--- config.mk ---
export PLATFORM = sky130hd
export DESIGN_NAME = stfd_seq
export DESIGN_NICKNAME = d
export VERILOG_FILES = /design/src/hdl/stfd_pkg.sv /design/src/hdl/stfd_seq.sv
export SDC_FILE = /design/constraint.sdc
export NUM_CORES = 1
export LEC_CHECK = 0
export BUFFER_PORTS_ARGS = -buffer_cell sky130_fd_sc_hd__clkbuf_2
export CAP_MARGIN = 20
export CORE_MARGIN = 10
export CORE_UTILIZATION = 52
export CTS_CLUSTER_DIAMETER = 100
export DETAILED_ROUTE_END_ITERATION = 6
export GPL_TIMING_DRIVEN = 0
export PLACE_DENSITY = 0.77
export REMOVE_ABC_BUFFERS = 1
export SLEW_MARGIN = 25
export SYNTH_ARGS = -nofsm -noshare
export SYNTH_HDL_FRONTEND = slang
export SYNTH_SLANG_ARGS = --single-unit
--- constraint.sdc ---
create_clock -name i_clk -period 4.34 [get_ports i_clk]
set_clock_uncertainty 0.15 [all_clocks]
set_input_delay 0.651 -clock i_clk [delete_from_list [all_inputs] [get_ports i_clk]]
set_output_delay 0.651 -clock i_clk [all_outputs]
set_load 0.005 [all_outputs]
--- src/hdl/stfd_pkg.sv ---
// Shared types, codes and constants for the service table filter with deduplication.
`default_nettype none

package stfd_pkg;

    localparam int unsigned DEF_TABLE_DEPTH = 256;
    localparam int unsigned DEF_COUNT_WIDTH = 8;

    localparam int unsigned REF_W  = 16;
    localparam int unsigned CTRY_W = 4;
    localparam int unsigned SUB_W  = 6;
    localparam int unsigned MODE_W = 2;
    localparam int unsigned ATYP_W = 6;

    localparam int unsigned IDX_OUT_W = 8;
    localparam int unsigned CNT_OUT_W = 8;
    localparam int unsigned NUM_OUT_W = 9;

    localparam logic [MODE_W-1:0] MODE_AUDIO_STREAM = 2'd0;
    localparam logic [ATYP_W-1:0] ATYPE_DABPLUS     = 6'd63;

    typedef enum logic [2:0] {
        ST_INSERTED    = 3'd0,
        ST_COUNTED     = 3'd1,
        ST_NOT_PRIMARY = 3'd2,
        ST_NOT_AUDIO   = 3'd3,
        ST_NOT_DABPLUS = 3'd4,
        ST_ACCESS_CTRL = 3'd5,
        ST_FULL        = 3'd6,
        ST_CLEARED     = 3'd7
    } t_status;

    typedef enum logic [1:0] {
        KIND_SEARCH = 2'd0,
        KIND_DROP   = 2'd1,
        KIND_CLEAR  = 2'd2
    } t_kind;

    typedef enum logic [1:0] {
        S_IDLE = 2'd0,
        S_SCAN = 2'd1,
        S_DONE = 2'd2
    } t_state;

    typedef struct packed {
        t_kind              kind;
        t_status            drop_status;
        logic [REF_W-1:0]   service_ref;
        logic [CTRY_W-1:0]  country;
        logic [SUB_W-1:0]   subchannel;
        logic               last;
    } t_req;

    typedef struct packed {
        t_status                status;
        logic [IDX_OUT_W-1:0]   entry_index;
        logic [CNT_OUT_W-1:0]   receive_count;
        logic [NUM_OUT_W-1:0]   entry_count;
        logic [NUM_OUT_W-1:0]   twice_count;
        logic                   group_end;
    } t_rsp;

endpackage

`default_nettype wire

--- src/hdl/stfd_seq.sv ---
// Search sequencer: walks the table with one shared key compare, updates counts and counters.
`default_nettype none

module stfd_seq #(
    parameter int unsigned TABLE_DEPTH = stfd_pkg::DEF_TABLE_DEPTH,
    parameter int unsigned COUNT_WIDTH = stfd_pkg::DEF_COUNT_WIDTH
) (
    input  wire logic                           i_clk,
    input  wire logic                           i_rst_n,
    input  wire logic                           i_start,
    input  wire stfd_pkg::t_req                 i_req,
    output logic                                o_idle,
    output logic                                o_rsp_valid,
    input  wire logic                           i_rsp_ready,
    output stfd_pkg::t_rsp                      o_rsp,
    output logic                                o_mem_wr_en,
    output logic [$clog2(TABLE_DEPTH)-1:0]      o_mem_wr_addr,
    output logic [26+COUNT_WIDTH-1:0]           o_mem_wr_data,
    output logic                                o_mem_rd_en,
    output logic [$clog2(TABLE_DEPTH)-1:0]      o_mem_rd_addr,
    input  wire logic [26+COUNT_WIDTH-1:0]      i_mem_rd_data
);

    localparam int unsigned IDX_W   = $clog2(TABLE_DEPTH);
    localparam int unsigned NUM_W   = $clog2(TABLE_DEPTH + 1);
    localparam int unsigned REF_LO  = 0;
    localparam int unsigned CTRY_LO = REF_LO + stfd_pkg::REF_W;
    localparam int unsigned SUB_LO  = CTRY_LO + stfd_pkg::CTRY_W;
    localparam int unsigned CNT_LO  = SUB_LO + stfd_pkg::SUB_W;
    localparam logic [COUNT_WIDTH-1:0] COUNT_MAX = {COUNT_WIDTH{1'b1}};

    stfd_pkg::t_state r_state, n_state;
    stfd_pkg::t_req   r_req, n_req;
    stfd_pkg::t_rsp   r_rsp, n_rsp;
    logic [NUM_W-1:0] r_used, n_used;
    logic [NUM_W-1:0] r_twice, n_twice;
    logic [NUM_W-1:0] r_ptr, n_ptr;
    logic             r_rd_vld, n_rd_vld;
    logic [IDX_W-1:0] r_rd_idx, n_rd_idx;

    logic hit;
    logic scan_end;
    logic more;

    assign hit = r_rd_vld
              && (i_mem_rd_data[REF_LO +: stfd_pkg::REF_W] == r_req.service_ref)
              && (i_mem_rd_data[CTRY_LO +: stfd_pkg::CTRY_W] == r_req.country);
    assign more     = (r_ptr < r_used);
    assign scan_end = !r_rd_vld && !more;

    always_comb begin
        n_state = r_state;
        case (r_state)
            stfd_pkg::S_IDLE: begin
                if (i_start) begin
                    n_state = (i_req.kind == stfd_pkg::KIND_SEARCH) ? stfd_pkg::S_SCAN
                                                                   : stfd_pkg::S_DONE;
                end
            end
            stfd_pkg::S_SCAN: begin
                if (hit || scan_end) begin
                    n_state = stfd_pkg::S_DONE;
                end
            end
            stfd_pkg::S_DONE: begin
                if (i_rsp_ready) begin
                    n_state = stfd_pkg::S_IDLE;
                end
            end
            default: begin
                n_state = stfd_pkg::S_IDLE;
            end
        endcase
    end

    always_comb begin
        logic [COUNT_WIDTH-1:0] old_cnt;
        logic [COUNT_WIDTH-1:0] new_cnt;
        logic [NUM_W-1:0]       twice_nx;
        logic [NUM_W-1:0]       used_nx;

        old_cnt  = i_mem_rd_data[CNT_LO +: COUNT_WIDTH];
        new_cnt  = (old_cnt == COUNT_MAX) ? old_cnt : old_cnt + COUNT_WIDTH'(1);
        twice_nx = r_twice;
        used_nx  = r_used + NUM_W'(1);

        n_req    = r_req;
        n_rsp    = r_rsp;
        n_used   = r_used;
        n_twice  = r_twice;
        n_ptr    = r_ptr;
        n_rd_vld = r_rd_vld;
        n_rd_idx = r_rd_idx;

        o_mem_wr_en   = 1'b0;
        o_mem_wr_addr = r_rd_idx;
        o_mem_wr_data = i_mem_rd_data;
        o_mem_rd_en   = 1'b0;
        o_mem_rd_addr = r_ptr[IDX_W-1:0];

        case (r_state)
            stfd_pkg::S_IDLE: begin
                if (i_start) begin
                    n_req    = i_req;
                    n_ptr    = '0;
                    n_rd_vld = 1'b0;
                    n_rsp.entry_index   = '0;
                    n_rsp.receive_count = '0;
                    n_rsp.group_end     = i_req.last;
                    n_rsp.status        = i_req.drop_status;
                    n_rsp.entry_count   = stfd_pkg::NUM_OUT_W'(r_used);
                    n_rsp.twice_count   = stfd_pkg::NUM_OUT_W'(r_twice);
                    if (i_req.kind == stfd_pkg::KIND_CLEAR) begin
                        n_used = '0;
                        n_twice = '0;
                        n_rsp.status      = stfd_pkg::ST_CLEARED;
                        n_rsp.entry_count = '0;
                        n_rsp.twice_count = '0;
                    end
                end
            end
            stfd_pkg::S_SCAN: begin
                if (hit) begin
                    // bump the count of the first matching entry, saturating
                    if ((old_cnt != COUNT_MAX) && (new_cnt == COUNT_WIDTH'(2))) begin
                        twice_nx = r_twice + NUM_W'(1);
                    end
                    n_twice  = twice_nx;
                    n_rd_vld = 1'b0;
                    o_mem_wr_en   = 1'b1;
                    o_mem_wr_addr = r_rd_idx;
                    o_mem_wr_data = {new_cnt, i_mem_rd_data[CNT_LO-1:0]};
                    n_rsp.status        = stfd_pkg::ST_COUNTED;
                    n_rsp.entry_index   = stfd_pkg::IDX_OUT_W'(r_rd_idx);
                    n_rsp.receive_count = stfd_pkg::CNT_OUT_W'(new_cnt);
                    n_rsp.twice_count   = stfd_pkg::NUM_OUT_W'(twice_nx);
                end else if (scan_end) begin
                    if (r_used == NUM_W'(TABLE_DEPTH)) begin
                        n_rsp.status = stfd_pkg::ST_FULL;
                    end else begin
                        n_used        = used_nx;
                        o_mem_wr_en   = 1'b1;
                        o_mem_wr_addr = r_used[IDX_W-1:0];
                        o_mem_wr_data = {COUNT_WIDTH'(1), r_req.subchannel, r_req.country,
                                         r_req.service_ref};
                        n_rsp.status        = stfd_pkg::ST_INSERTED;
                        n_rsp.entry_index   = stfd_pkg::IDX_OUT_W'(r_used);
                        n_rsp.receive_count = stfd_pkg::CNT_OUT_W'(1);
                        n_rsp.entry_count   = stfd_pkg::NUM_OUT_W'(used_nx);
                    end
                end else begin
                    // issue the next read while the previous word is compared
                    o_mem_rd_en = more;
                    n_rd_vld    = more;
                    if (more) begin
                        n_ptr    = r_ptr + NUM_W'(1);
                        n_rd_idx = r_ptr[IDX_W-1:0];
                    end
                end
            end
            stfd_pkg::S_DONE: begin
                n_rd_vld = 1'b0;
            end
            default: begin
                n_rd_vld = 1'b0;
            end
        endcase
    end

    always_ff @(posedge i_clk) begin
        if (!i_rst_n) begin
            r_state  <= stfd_pkg::S_IDLE;
            r_used   <= '0;
            r_twice  <= '0;
            r_ptr    <= '0;
            r_rd_vld <= 1'b0;
        end else begin
            r_state  <= n_state;
            r_used   <= n_used;
            r_twice  <= n_twice;
            r_ptr    <= n_ptr;
            r_rd_vld <= n_rd_vld;
        end
    end

    always_ff @(posedge i_clk) begin
        r_req    <= n_req;
        r_rsp    <= n_rsp;
        r_rd_idx <= n_rd_idx;
    end

    assign o_idle      = (r_state == stfd_pkg::S_IDLE);
    assign o_rsp_valid = (r_state == stfd_pkg::S_DONE);
    assign o_rsp       = r_rsp;

endmodule

`default_nettype wire

Yosys cells after proc, flatten, opt, wreduce, memory -nomap -nowiden
Index checks and enable logic that the tools add are counted.
Word-level totals
  word-level logic and storage cells: 113
  flip-flop bits (word level): 102
  output and inout port bits: 92
Operators by class
  bitwise operators: 2
  multiplexer cells: 48
  equal/unequal tests: 22
  add/subtract/negate cells: 4
  reductions and logical operators: 21
  magnitude comparators: 1
Operators by type and width (number)
  two-way mux 34 bit: 4
  two-way mux 9 bit: 12
  case mux 37 bit (2 select lines): 1
  case mux 9 bit (2 select lines): 3
  two-way mux 8 bit: 5
  two-way mux 38 bit: 1
  two-way mux 28 bit: 1
  adder 9 x 1 -> 9 bit (second input constant): 3
  two-way mux 25 bit: 1
  two-way mux 19 bit: 1
  two-way mux 18 bit: 1
  equality test 16 bit: 1
  inequality test 2 bit (second input constant): 8
  AND reduction 4 bit: 3
  two-way mux 1 bit: 10
  AND reduction 5 bit: 2
  equality test 9 bit (second input constant): 1
  < comparator 9 bit: 1
  inequality test 3 bit (second input constant): 3
  AND reduction 3 bit: 3
  adder 8 x 1 -> 8 bit (second input constant): 1
  equality test 8 x 2 -> 1 bit (second input constant): 1
  equality test 8 bit (second input constant): 1
  two-way mux 2 bit: 4
  16 further kinds: 26

Depth between registers and ports, before layout
  depth in word-level cells: 7
  mapped depth: 12
  gate-level depth less buffers: 9

Least setup slack after synthesis
OpenSTA, ideal clock, no wires.
  path type: register to register
  from: register r_used[3]
  to: register r_rsp, in the netlist o_rsp[19] (enable)
  path slack: 1.286 ns
  data required time: 3.773 ns
  period minus slack after synthesis: 3.054 ns
  cell stages (with the launch flop): 11
  arrival: 2.487 ns
  path buffers: 3
  setup time: 0.417 ns
  cells stage by stage: dfxtp_1 > clkbuf_1 > inv_1 > ha_1 > nand3_1 > nand2_1 > o2bb2ai_1 > o21ai_1 > clkbuf_1 > clkbuf_1 > nand3_1
Between the ends
  word-level cells in the longest chain between the ends: 5
  elaborated cells between the ends (all ways): 7
  classes of those cells: 1 x order compare; 3 x eq/ne; 3 x reduce/logical
RTL lines
  start, declared: RTL line stfd_seq.sv:35  | logic [NUM_W-1:0] r_used, n_used;
  start signal, assigned: RTL line stfd_seq.sv:179  | r_used <= n_used;
  < comparator 9 bit: RTL line stfd_seq.sv:48  | assign more = (r_ptr < r_used);
  zero test 1 bit: RTL line stfd_seq.sv:49  | assign scan_end = !r_rd_vld && !more;
  logical AND 1 bit: RTL line stfd_seq.sv:49
  inequality test 3 bit (no line)
  AND reduction 4 bit (no line) (*)
  end signal, assigned: RTL line stfd_seq.sv:188  | r_rsp <= n_rsp;
  end, declared: RTL line stfd_seq.sv:34  | stfd_pkg::t_rsp r_rsp, n_rsp;
Every way passes the cells marked *; elsewhere a longest branch is shown, timed or not.
A chain may end at the register's enable or synchronous reset.

Worst setup path after layout
  from: register r_req[7] (netlist name)
  to: output o_mem_wr_data[32]
Between the ends
  word-level cells in the longest chain between the ends: 4
RTL lines
  start, declared: RTL line stfd_seq.sv:33  | stfd_pkg::t_req r_req, n_req;
  start signal, assigned: RTL line stfd_seq.sv:187  | r_req <= n_req;
  equality test 4 bit: RTL line stfd_seq.sv:47  | && (i_mem_rd_data[CTRY_LO +: stfd_pkg::CTRY_W] == r_req.country);
  logical AND 1 bit: RTL line stfd_seq.sv:47
  two-way mux 34 bit: RTL line stfd_seq.sv:123  | if (hit) begin
  two-way mux 34 bit: RTL line stfd_seq.sv:101  | case (r_state)
  end, declared: RTL line stfd_seq.sv:18  | output logic [26+COUNT_WIDTH-1:0] o_mem_wr_data,
No other way between the ends.

==> impl_results.md <==
- CP Max Fanout: 13
- CTS tree: built
- Tcrit/Tclk final: between 90% and 100%
- Via count: between 5000 and 6000
- Placed cells: 871
- FP Rows: 37
- Pwr/cell area: 295 nW/um^2
- Ys flop type: edfxtp_1
- Design Area, Final: 6660 um^2
- Area of the multi-input gates: 2590 um^2
- FF+latch count, synth: 102
- Maxcap violations: 0
- Worst EP required: 3540 ps
- Pins Over Slew Limit: 0
- Avg Vias per Cell: 5.73
- Slew HR: roughly two fifths
- Crit path DAT: 3220 ps
- Routed wire length: between 15 and 20 mm
- First-pass GRT wire length: 25.5 mm
- Largest net degree at the start of global routing: 32
- Clk root buf: clkbuf_8
- Share of cells above drive strength 1: 26.6%
- Max VDD drop: 0.000144 V
- Worst-Margin Slew: 868 ps
- Pleak: around 2.8 nW
- Most common cell in the netlist: nand2_1
- Most frequent cells after synthesis: nand2_1, edfxtp_1, o21ai_0, nor2_1, a21oi_1
- Startpoint types: flop
- Hold slack final: 299 ps
- CTS resizes: 0
- Core Box Area: 10400 um^2
- Die H: 124 um
- FF/Latch Area: 2760 um^2
- Vias in the first global route: 5078
- CP Capture Type: output port
- IO Pins: 162
- Initial antenna violation count: 0
- DRT iter0 DRCs: 558
- Post-CTS Setup Bufs: 0
- Status: finished clean
- Largest area contributor in the netlist: edfxtp_1
- Gr usage total: 20.7%
- Max Clk Rate: 0.249 GHz
- Gpl congestion: 0.879
- Initial Util: 53.8%
- Critical path class: reg2out
- PortBufs: 161
- Min-Delay Path Class: in2reg
- EDFF count, synth: 72
- Detailed Place HPWL: 12.1 mm
- Setup TNS: 0 ps
- Clock slew at reported path FFs: 100 ps
- Gate Count Post-Synth: roughly 610
- Ys async rst share: 0%
- Diode count: 0
- Dpl cell area: between 6000 and 7000 um^2
- DR pass1 iterations: 5
- Post-Layout Cell Count: 887
- Full die area: between 15000 and 20000 um^2
- Total congestion overflow: 0
- Yosys warns: 0
- Post-synthesis cell type count: 60
- Drt drc: 0
- Final setup viols: 0
- Share of the synthesized area in the top cell type: 38.8%
- Unrepaired setup endpoints after global routing: false
- Area growth, synth to finish: 19.4%
- H-tree levels: 3
- Wire per inst: 18.1 um
- Clock Path Buffers: 2
- Post-Syn Area: roughly 5600 um^2
- Antenna Nets Post-Route: 0
- Fin crit period: 4020 ps
- CTS Hold Bufs: 0
- Die width: 124 um
- Ranking of synthesized cells by area: edfxtp_1, dfxtp_1, nand2_1, o21ai_0, a21oi_1
- Synthesized area per cell: 9.17 um^2
- CTS Buf Count: 9
- Final nets: 829
- Sink Count: 102
- Register area share after synthesis: 49.6%
- Worst skew pair latency: between 300 and 400 ps
- Fill cells: 900
- Final hold violation count: 0
final cells by class:
cell class / instances / area share, %
Inverter: 14 / 0.789
Multi-Input combinational cell: 454 / 38.9
Timing Repair Buffer: 165 / 13.2
Tap cell: 136 / 2.56
Clock inverter: 5 / 0.883
Sequential cell: 102 / 41.5
Clock buffer: 11 / 2.12
power breakdown:
group          internal [mW]  switching (mW)  total (mW)
clock                  0.283           0.331       0.614
combinational         0.0978           0.140       0.238
sequential              1.09          0.0202        1.11
routing by layer:
metal  vias up  global-route usage (%)  share of wire, %
li1       2454                       -                 -
met1      2318                    25.7                40
met2       295                    32.8                45
met3        18                    8.30                14
met4         0                    5.82               1.1
met5         -                       0                 0
metrics by stage:
stage,total power [mW],utilization (%),setup WS [ps]
after floorplan,1.24,-,-15.1
after global placement,1.36,61.2,-1870
after detailed placement,1.37,62.3,318
after CTS,1.97,64.2,219
after global routing,2.04,64.2,41.1
final,1.96,64.2,320
critical path, cell delays in order, from the launching register on:
cell      delay (ps)
edfxtp_1         420
xor2_1           190
nor4_1           440
nand3_1          590
nor2_1           610
a21oi_1          140
a311oi_1         290
clkbuf_2         170
cell families after synthesis:
logic type | synth area share, %
xor+xnor | 3.46
flops | 49.6
fa+ha+maj | 2.92
mux | 0.718
buf+inv | 4.60
compound gates | 15.3
simple gates | 23.5
cells in the final DEF, fill, tap and decap left out, types with 2 or more instances in the layout:
| cell type | netlist | layout |
|---|---|---|
| o21a_1 | 2 | 2 |
| o21ai_0 | 43 | 43 |
| inv_1 | 14 | 13 |
| a21oi_1 | 33 | 33 |
| or2_2 | 4 | 4 |
| or4_1 | 3 | 3 |
| and2_1 | 10 | 10 |
| clkbuf_8 | 1 | 10 |
| nand2b_1 | 4 | 3 |
| edfxtp_1 | 72 | 72 |
| a21o_1 | 2 | 2 |
| and3_2 | 2 | 2 |
| a31o_2 | 3 | 3 |
| nand4_1 | 6 | 6 |
| clkinvlp_4 | 0 | 2 |
| nor3_1 | 5 | 4 |
| or3_1 | 3 | 3 |
| ha_1 | 13 | 13 |
| clkbuf_2 | 0 | 161 |
| mux2i_1 | 4 | 4 |
| nor2_1 | 34 | 34 |
| a211oi_1 | 5 | 5 |
| o22ai_1 | 2 | 2 |
| xnor2_1 | 14 | 14 |
| and3_1 | 11 | 11 |
| a311oi_1 | 4 | 4 |
| dfxtp_1 | 30 | 30 |
| o31ai_1 | 11 | 11 |
| o211a_1 | 5 | 5 |
| nor4_1 | 5 | 5 |
| nor2b_1 | 10 | 8 |
| nand2_1 | 148 | 148 |
| buf_16 | 0 | 2 |
| a31oi_1 | 14 | 14 |
| xor2_1 | 8 | 8 |
| nand3_1 | 18 | 18 |
| and4_1 | 6 | 6 |
flip-flops by register name, indices dropped and copies added, names as in the netlist:
| name | flops |
|---|---|
| o_rsp | 38 |
| r_req | 26 |
| r_ptr | 9 |
| r_twice | 9 |
| r_used | 9 |
| r_rd_idx | 8 |
| r_state | 2 |
| r_rd_vld | 1 |
worst paths after layout:
kind | start | to | slack (ps) | cells past startpoint
worst max-delay path | r_req[7]$_DFFE_PP_ | o_mem_wr_data[32] | 320 | 7
worst min register to register | r_ptr[8]$_SDFFE_PN0P_ | r_ptr[8]$_SDFFE_PN0P_ | 360 | 2
worst max register to register | r_used[5]$_SDFFE_PN0P_ | o_rsp[12]$_DFFE_PP_ | 790 | 9
worst min-delay path | i_req[4] | r_req[4]$_DFFE_PP_ | 300 | 1
No activity file was read; power rests on OpenSTA's default activity.
